==> src/rtl/swom_pkg.sv <==
`timescale 1ns / 1ps
`default_nettype none
// ----------------------------------------------------------------------------
// swom_pkg
// Shared constants for the strided window occupancy mask block: register
// indexes and stream payload layout.
// ----------------------------------------------------------------------------
package swom_pkg;

  // Configuration register indexes
  localparam int unsigned CfgIndexWidth = 2;
  localparam logic [CfgIndexWidth-1:0] REG_FRAME_WIDTH  = 2'd0;
  localparam logic [CfgIndexWidth-1:0] REG_FRAME_HEIGHT = 2'd1;
  localparam int unsigned CfgDataWidth = 11;

  // Reset sizes
  localparam logic [CfgDataWidth-1:0] RESET_FRAME_WIDTH  = 11'd426;
  localparam logic [CfgDataWidth-1:0] RESET_FRAME_HEIGHT = 11'd240;

  // Smallest usable frame size
  localparam int unsigned MinSize = 5;

  // Input item: pixel in the low byte
  localparam int unsigned PixelWidth = 8;

  // Result item layout inside m_tdata (last_site rides on m_tlast)
  localparam int unsigned CoordWidth  = 10;
  localparam int unsigned FeatureBit  = 0;
  localparam int unsigned ColLsb      = 1;
  localparam int unsigned RowLsb      = ColLsb + CoordWidth;
  localparam int unsigned OutUsedBits = RowLsb + CoordWidth;
  localparam int unsigned OutDataWidth = ((OutUsedBits + 7) / 8) * 8;

endpackage

`default_nettype wire

==> src/rtl/swom_line_store.sv <==
`timescale 1ns / 1ps
`default_nettype none
// ----------------------------------------------------------------------------
// swom_line_store
// Line store for the two rows above the current pixel: bit 1 holds the
// upper row flag, bit 0 the middle row flag. One read and one write port,
// read data registered and held while no read is issued.
// ----------------------------------------------------------------------------
module swom_line_store #(
  parameter int unsigned DEPTH = 1024,
  parameter int unsigned AW    = 10
) (
  input  wire logic          clk,
  input  wire logic          rd_en,
  input  wire logic [AW-1:0] rd_addr,
  output logic      [1:0]    rd_data,
  input  wire logic          wr_en,
  input  wire logic [AW-1:0] wr_addr,
  input  wire logic [1:0]    wr_data
);

  logic [1:0] mem [DEPTH];

  // write port
  always_ff @(posedge clk) begin
    if (wr_en) begin
      mem[wr_addr] <= wr_data;
    end
  end

  // registered read port
  always_ff @(posedge clk) begin
    if (rd_en) begin
      rd_data <= mem[rd_addr];
    end
  end

endmodule

`default_nettype wire

==> src/rtl/strided_window_occupancy_mask_core.sv <==
`timescale 1ns / 1ps
`default_nettype none
// ----------------------------------------------------------------------------
// strided_window_occupancy_mask_core
// Binary 3x3 max pool on a stride-2 grid: flags each pixel as nonzero, keeps
// the flags of the two rows above in a line store and emits one result per
// site when the lower-right pixel of its window arrives.
// ----------------------------------------------------------------------------
//  channel  | dir | handshake           | payload
//  ---------+-----+---------------------+---------------------------------------
//  s_*      | in  | s_tvalid / s_tready | s_tdata[7:0] pixel
//  m_*      | out | m_tvalid / m_tready | m_tdata feature,col,row; m_tlast last
//  cfg_*    | in  | cfg_valid/cfg_ready | cfg_index, cfg_data[10:0]
//
//  One pixel per clock sustained while no site result is stalled. The line
//  store is read at the accept edge; the item then enters the read-modify-write
//  stage, which writes the flags back and loads a site result into the output
//  register when it advances. Reset clears counters, column history and
//  valids; the line store has no reset. A stalled result holds a site item
//  in the stage and the input behind it; items with no site pass while the
//  result waits.
// ----------------------------------------------------------------------------
module strided_window_occupancy_mask_core #(
  parameter int unsigned MAX_WIDTH  = 1024,
  parameter int unsigned MAX_HEIGHT = 1024
) (
  input  wire logic                                   clk,
  input  wire logic                                   rst,
  // pixel stream
  input  wire logic                                   s_tvalid,
  output logic                                        s_tready,
  input  wire logic [swom_pkg::PixelWidth-1:0]        s_tdata,   // [7:0] pixel
  // result stream
  output logic                                        m_tvalid,
  input  wire logic                                   m_tready,
  output logic      [swom_pkg::OutDataWidth-1:0]      m_tdata,   // [0] feature,
                                                                 // [10:1] site_col,
                                                                 // [20:11] site_row,
                                                                 // [23:21] zero
  output logic                                        m_tlast,   // last_site
  // configuration writes
  input  wire logic                                   cfg_valid,
  output logic                                        cfg_ready,
  input  wire logic [swom_pkg::CfgIndexWidth-1:0]     cfg_index,
  input  wire logic [swom_pkg::CfgDataWidth-1:0]      cfg_data
);

  import swom_pkg::*;

  localparam int unsigned CW = $clog2(MAX_WIDTH);
  localparam int unsigned RW = $clog2(MAX_HEIGHT);
  localparam int unsigned SW = CW + 1;
  localparam int unsigned HW = RW + 1;
  localparam int unsigned XW = (SW > CfgDataWidth) ? SW : CfgDataWidth;
  localparam int unsigned YW = (HW > CfgDataWidth) ? HW : CfgDataWidth;

  // configuration registers
  logic [CfgDataWidth-1:0] frame_width;
  logic [CfgDataWidth-1:0] frame_height;

  assign cfg_ready = 1'b1;

  always_ff @(posedge clk) begin
    if (rst) begin
      frame_width  <= RESET_FRAME_WIDTH;
      frame_height <= RESET_FRAME_HEIGHT;
    end else if (cfg_valid) begin
      unique case (cfg_index)
        REG_FRAME_WIDTH:  frame_width  <= cfg_data;
        REG_FRAME_HEIGHT: frame_height <= cfg_data;
        default: ;
      endcase
    end
  end

  // clamped sizes
  logic [XW-1:0] width_ext;
  logic [YW-1:0] height_ext;
  logic [SW-1:0] w;
  logic [HW-1:0] h;

  always_comb begin
    width_ext  = XW'(frame_width);
    height_ext = YW'(frame_height);
    if (width_ext < XW'(MinSize)) begin
      w = SW'(MinSize);
    end else if (width_ext > XW'(MAX_WIDTH)) begin
      w = SW'(MAX_WIDTH);
    end else begin
      w = width_ext[SW-1:0];
    end
    if (height_ext < YW'(MinSize)) begin
      h = HW'(MinSize);
    end else if (height_ext > YW'(MAX_HEIGHT)) begin
      h = HW'(MAX_HEIGHT);
    end else begin
      h = height_ext[HW-1:0];
    end
  end

  // position counters of the next pixel
  logic [CW-1:0] column_counter;
  logic [RW-1:0] row_counter;
  logic          accept;

  logic [SW:0] col_plus1;
  logic [SW:0] col_plus2;
  logic [HW:0] row_plus1;
  logic [HW:0] row_plus2;

  assign col_plus1 = (SW+1)'(column_counter) + (SW+1)'(1);
  assign col_plus2 = (SW+1)'(column_counter) + (SW+1)'(2);
  assign row_plus1 = (HW+1)'(row_counter) + (HW+1)'(1);
  assign row_plus2 = (HW+1)'(row_counter) + (HW+1)'(2);

  always_ff @(posedge clk) begin
    if (rst) begin
      column_counter <= '0;
      row_counter    <= '0;
    end else if (accept) begin
      if (col_plus1 >= (SW+1)'(w)) begin
        column_counter <= '0;
        row_counter    <= (row_plus1 >= (HW+1)'(h)) ? '0 : row_plus1[RW-1:0];
      end else begin
        column_counter <= col_plus1[CW-1:0];
      end
    end
  end

  // site decode at the lower-right pixel of a window
  logic          site_hit;
  logic          site_last;
  logic [HW-1:0] last_row;
  logic [SW-1:0] last_col;
  logic [CW-1:0] site_c;
  logic [RW-1:0] site_r;

  always_comb begin
    site_c   = column_counter - CW'(1);
    site_r   = row_counter - RW'(1);
    last_row = (h - HW'(3)) & ~HW'(1);
    last_col = (w - SW'(3)) & ~SW'(1);
    site_hit = row_counter[0] && column_counter[0]
               && (row_counter >= RW'(3)) && (column_counter >= CW'(3))
               && (row_plus2 <= (HW+1)'(h)) && (col_plus2 <= (SW+1)'(w));
    site_last = (HW'(site_r) == last_row) && (SW'(site_c) == last_col);
  end

  // stage 1: line store data returns, read-modify-write
  logic          s1_valid;
  logic          s1_hit;
  logic          s1_last;
  logic          s1_cur;
  logic [CW-1:0] s1_col;
  logic [CW-1:0] s1_site_c;
  logic [RW-1:0] s1_site_r;
  logic          s1_adv;
  logic [1:0]    line_q;
  logic [1:0]    column_or_history;
  logic [1:0]    hist_eff;
  logic          vert;
  logic          win;

  assign s1_adv   = s1_valid && (!s1_hit || !m_tvalid || m_tready);
  assign s_tready = !s1_valid || s1_adv;
  assign accept   = s_tvalid && s_tready;

  always_ff @(posedge clk) begin
    if (rst) begin
      s1_valid <= 1'b0;
    end else if (accept) begin
      s1_valid <= 1'b1;
    end else if (s1_adv) begin
      s1_valid <= 1'b0;
    end
  end

  always_ff @(posedge clk) begin
    if (accept) begin
      s1_hit    <= site_hit;
      s1_last   <= site_last;
      s1_cur    <= (s_tdata != '0);
      s1_col    <= column_counter;
      s1_site_c <= site_c;
      s1_site_r <= site_r;
    end
  end

  // Consecutive items never share a line store address (width is at least
  // five), so the same-cycle write and read need no forwarding.
  swom_line_store #(
    .DEPTH (MAX_WIDTH),
    .AW    (CW)
  ) u_line_store (
    .clk     (clk),
    .rd_en   (accept),
    .rd_addr (column_counter),
    .rd_data (line_q),
    .wr_en   (s1_adv),
    .wr_addr (s1_col),
    .wr_data ({line_q[0], s1_cur})
  );

  // window OR: current column plus the two columns to the left
  always_comb begin
    hist_eff = (s1_col == '0) ? 2'b00 : column_or_history;
    vert     = line_q[1] | line_q[0] | s1_cur;
    win      = vert | hist_eff[0] | hist_eff[1];
  end

  always_ff @(posedge clk) begin
    if (rst) begin
      column_or_history <= 2'b00;
    end else if (s1_adv) begin
      column_or_history <= {hist_eff[0], vert};
    end
  end

  // output register
  logic [31:0]             col_wide;
  logic [31:0]             row_wide;
  logic [OutDataWidth-1:0] out_word;

  assign col_wide = 32'(s1_site_c);
  assign row_wide = 32'(s1_site_r);

  // result payload, padding bits zero
  always_comb begin
    out_word                          = '0;
    out_word[FeatureBit]              = win;
    out_word[ColLsb +: CoordWidth]    = col_wide[CoordWidth-1:0];
    out_word[RowLsb +: CoordWidth]    = row_wide[CoordWidth-1:0];
  end

  always_ff @(posedge clk) begin
    if (rst) begin
      m_tvalid <= 1'b0;
    end else if (s1_adv && s1_hit) begin
      m_tvalid <= 1'b1;
    end else if (m_tready) begin
      m_tvalid <= 1'b0;
    end
  end

  always_ff @(posedge clk) begin
    if (s1_adv && s1_hit) begin
      m_tdata <= out_word;
      m_tlast <= s1_last;
    end
  end

endmodule

`default_nettype wire

==> config.mk <==
export PLATFORM = sky130hd
export DESIGN_NAME = strided_window_occupancy_mask_core
export DESIGN_NICKNAME = d
export VERILOG_FILES = /design/src/rtl/swom_pkg.sv /design/src/rtl/swom_line_store.sv /design/src/rtl/strided_window_occupancy_mask_core.sv
export SDC_FILE = /design/constraint.sdc
export NUM_CORES = 2
export LEC_CHECK = 0
export BUFFER_PORTS_ARGS = -buffer_cell sky130_fd_sc_hd__buf_2
export CAP_MARGIN = 20
export CORE_MARGIN = 2
export CORE_UTILIZATION = 68
export DETAILED_ROUTE_END_ITERATION = 16
export PLACE_DENSITY_LB_ADDON = 0.2
export SYNTH_ARGS = -nofsm -noshare
export SYNTH_HDL_FRONTEND = slang
export SYNTH_HIERARCHICAL = 1
export SYNTH_SLANG_ARGS = --single-unit
==> constraint.sdc <==
create_clock -name clk -period 27.9 [get_ports clk]
set_input_delay 2.79 -clock clk [delete_from_list [all_inputs] [get_ports clk]]
set_output_delay 2.79 -clock clk [all_outputs]
set_load 0.01 [all_outputs]
### After elaboration in Yosys (flattened, before gate mapping)

Memory sizes are Yosys's and may differ from the RTL's. A register that Yosys moved wholly into a read port is not among the register bits.
Cells that the tools add are included.

* $lt $le $gt $ge: 10
* add/subtract/negate cells: 8
* muxes and demuxes: 13
* bitwise gates (word level): 4
* eq/ne operators: 3
* reduce and logical (&&, ||, !) cells: 23

Operator list (number)
* $mux 11: 4
* $add 10x1->11 const B: 2
* $add 10x2->11 const B: 2
* $eq 10x11->1: 2
* $ge 11x11->1: 2
* $gt 11x11->1 const B: 2
* $le 11x11->1: 2
* $lt 11x3->1 const B: 2
* $sub 11x2->11 const B: 2
* $ge 10x2->1 const B: 2
* $mux 10: 2
* $sub 10x1->10 const B: 2
* $logic_not 10->1: 1
* $logic_and 1x1->1: 9
* $reduce_bool 8->1: 1
* $mux 1: 6
* $reduce_and 2->1: 3
* $or 1x1->1: 4
* $reduce_bool 2->1: 2
* $logic_not 1->1: 3
* $logic_or 1x1->1: 3
* $eq 2x1->1 const B: 1
* $logic_not 2->1: 1
* $mux 2: 1

* output and inout port bits: 28
* register bits after elaboration: 101
* input port bits: 26
* memory bits (writable): 2048
* memories kept: 1

Memories
* u_line_store.mem: depth 1024, bits a word 2, rd ports 1, clocked after Yosys merged registers in 1, write ports 1, RTL line swom_line_store.sv:22 `logic [1:0] mem [DEPTH];`

### Logic depth before layout (Yosys ltp)

* depth in word-level cells: 7
* mapped depth: 15
* mapped depth without buffers: 13

### Hierarchy

Netlist, hierarchy kept.

Modules (own cells, without submodules)
* swom_line_store: cells each 4793, instances 1, area each 83777.8 um^2
* strided_window_occupancy_mask_core: cells each 666, instances 1, area each 6419.9 um^2

### Least setup slack after synthesis

No wires, ideal clock.

* kind: flip-flop to flip-flop
* start: register u_line_store.rd_data[0], read port of u_line_store.mem
* end: memory u_line_store.mem[0][1] (data pin)
* cell stages (with the launch flop): 1
* arrival: 12.033 ns
* path slack: 13.193 ns
* setup time: 2.674 ns
* clock period less this slack: 14.707 ns
* required time: 25.226 ns
* path buffers: 0
* path through: edfxtp_1

RTL lines
* start: declaration: RTL line swom_line_store.sv:16 `output logic [1:0] rd_data,`
* end: declaration: RTL line swom_line_store.sv:22

No word-level cell before the write port.

==> reports/metrics.cfg <==
[worst_setup_path]
critical_path.cell_chain = buf_12 > buf_4 > buf_4 > buf_4 > mux4_2 > mux4_2 > a22o_1 > nor4_2 > o31ai_1 > o31ai_1 > nand4_1
path_class = reg -> reg
reg2reg_slack_ns = 21.64
startpoint_type = register
slowest_stage = dfxtp_4
cpMostUsedCell = buf_4
r2r_end = u_line_store/rd_data[1]
end_kind = register
slowest_delay_ns = 1.00
cp_max_fo = 83
required_ns = 28.44
r2r_start = column_counter[0]
r2r.worst_path.cells = 11
critPathArrivalTime_ns = 6.81

[sta]
tightest_slew_ns = 1.33
setup_ws_ns = 21.64
slew_headroom_pct = 11.6
clock.fmax_ghz = 0.160
finalCriticalPeriod_ns = 6.26
timing.final.crit_share_pct = 22.5
finalHoldViolCount = 0
clock_skew_ns = 0.0189
tns_ns = 0
slew_viol_final = 0
finalSetupViolations = 0
rsz0062_at_grt = no

[cells_and_area]
area_growth_pct = 9.38
drive_gt1_share_pct = 17.5
diodes = 0
nFillCells = 7311
fin_nets = 5481
stdcell_area_sq_um = 98700

[die]
initial_utilization_pct = 68.5
die_y_microns = 368
coreArea_sq_um = 132000
pin_count = 54
die_x_microns = 368
die-area_sq_um = 136000
rows = 133

[synth]
synth_top_cells_by_count = edfxtp_1 (2105), nor2_1 (1095), mux4_2 (449)
yosys_warnings = 6
synth-edff-count = 2105
synthTopCellsByArea = edfxtp_1 (70%), mux4_2 (11%), nor2_1 (4.6%)
ys.flop_type = edfxtp_1
ys_types = 95
syn_area_per_cell_sq_um = 16.5
yosysSeqAreaShare_pct = 71.1
synthesis.instances = 5459
ys_ff_latch = 2151
syn_area_sq_um = 90200
yosysMostFrequentCell = edfxtp_1
yosysTopAreaCell = edfxtp_1
yosysTopAreaCellShare_pct = 70.1
synthArstFlopShare_pct = 0

[clocking]
cts_tree = done
ctsResizeCount = 0
clk_latency_ns = 0.84
htree_num_levels = 4
post_cts_buffers = 0
cts_made_buffers = 203
root_buffer = clkbuf_16
cts_buffer_depth = 3
postCtsHoldBufs = 0
cts_sinks = 2151
path_clk_slew_ns = 0.06

[routing]
via_per_inst = 7.03
dr.first_iter.drc_count = 8518
routed_wl_microns = 231000
wl_per_cell_microns = 31.6
first_pass_iters = 6
ant_nets = 0
vias = 51526
drc_errors = 0

[placement]
placed_area_sq_um = 91800
gp_congestion = 0.862
io_buffers = 49
pre_cts_slack_ns = 21.51
hpwl_microns = 124000

[global_route]
grt_max_degree = 274
antenna_found_initial = 7
track_usage_pct = 34.4
grt_first_pass_wirelength_microns = 336000
grt_overflow = 0
grt_pass1_vias = 51536

[hold_path]
worst_hold_startpoint = s1_site_c[1]
holdPathStages = 0
hp-class = reg -> reg
holdPathEnd = m_tdata[2]

[power_and_ir_drop]
ir_drop_uv = 69.5
p_per_area_nw_per_um2 = 66.4
p_leak_nw = 29.6

[run]
drv_cap = 0

[status]
status = completed

layout by cell type (no fill, tap or decap), drive strengths merged, types with 9 or more instances in the layout:
cell / count
inv: 32
nand3: 65
or3: 9
o22ai: 47
xnor2: 35
buf: 165
dfxtp: 46
ha: 55
a22oi: 46
clkinv: 90
nor2: 1095
nand4: 29
o221ai: 85
a31oi: 12
nand2: 184
a221oi: 13
nor4: 22
bufinv: 18
and3: 15
nand3b: 10
nor3: 59
clkbuf: 262
nand2b: 15
mux4: 449
o21ai: 55
o21a: 13
mux2i: 210
edfxtp: 2105
a211oi: 17
a22o: 13
a21o: 10
nor3b: 12
xor2: 21
a21oi: 111
nor2b: 22
mux2: 10
and2: 9
logic make-up (layout without fill, tap and decap cells):
kind of cell / Yosys count / in the layout / share of synthesized area [%]
XOR/XNOR: 60 / 60 / 0.678
buffers and inverters: 458 / 572 / 2.63
adder cells (fa/ha/maj): 55 / 55 / 0.763
other: 2 / 4 / 0.00833
flip-flops: 2151 / 2151 / 71.1
multiplexers: 669 / 669 / 13.7
AO/OA/AOI/OAI: 481 / 481 / 3.71
AND/OR/NAND/NOR: 1583 / 1583 / 7.45
registers in the layout (all words and copies together), names as in the netlist:
register	count
column_counter	10
column_or_history	2
frame_height	11
frame_width	11
m_tdata	21
m_tlast	1
m_tvalid	1
row_counter	10
s1_col	10
s1_cur	1
s1_hit	1
s1_last	1
s1_site_c	10
s1_site_r	10
s1_valid	1
u_line_store/mem	2048
u_line_store/rd_data	2
per-layer routing:
metal	part of all wire, %	GRT usage [%]	up-vias
met5	0.0091	0	-
met4	5.0	16.4	4
met3	12	7.53	620
met2	48	53.6	3635
met1	35	47.0	26120
li1	-	-	21147
worst max path at each step:
stage | start | end | slack (ns) | cells past startpoint
after global routing | column_counter[0] | u_line_store/rd_data[1] | 21.15 | 11
final | column_counter[0] | u_line_store/rd_data[1] | 21.64 | 11
after CTS | column_counter[0] | u_line_store/rd_data[1] | 21.43 | 11
after global placement | column_counter[0] | u_line_store/rd_data[1] | 21.56 | 11
after detailed placement | column_counter[0] | u_line_store/rd_data[1] | 21.51 | 11
after floorplan | u_line_store/rd_data[0] | u_line_store/mem[0][1] | 13.19 | 0
critical path: cells and delay by family (launching register included):
family,cells,cell delay [ns]
buffers and inverters,4,2.47
AOI/OAI and AO/OA,3,0.65
and+or+nand+nor,2,0.63
DFF,1,1.00
muxes,2,1.10
final cells by class:
type	instances	area [sq um]	share of cell area, %
Sequential cell	2151	64200	65.0
Inverter	25	97.6	0.0989
Tap cell	1755	2200	2.23
Clock buffer	260	5350	5.42
Clock inverter	120	1120	1.14
Multi-Input combinational cell	2852	24100	24.4
Timing Repair Buffer	167	1680	1.70
through the flow:
stage               std cells  power [mW]  utilization, %  hold slack (ns)
global route             7330        6.70            75.0            0.421
global placement         6922        3.90            69.5            0.401
finish                   7330        6.55            75.0            0.418
floorplan                5461        3.88               -            0.400
detailed placement       6931        3.90            69.7            0.405
CTS                      7311        6.56            74.6            0.421
power breakdown:
group	total, mW	internal, mW	switching [mW]
clock network	2.70	1.52	1.18
logic	0.290	0.119	0.171
registers	3.55	3.54	0.0104
total	6.55	5.18	1.36
Note: power is estimated with default switching activity, not from simulation.
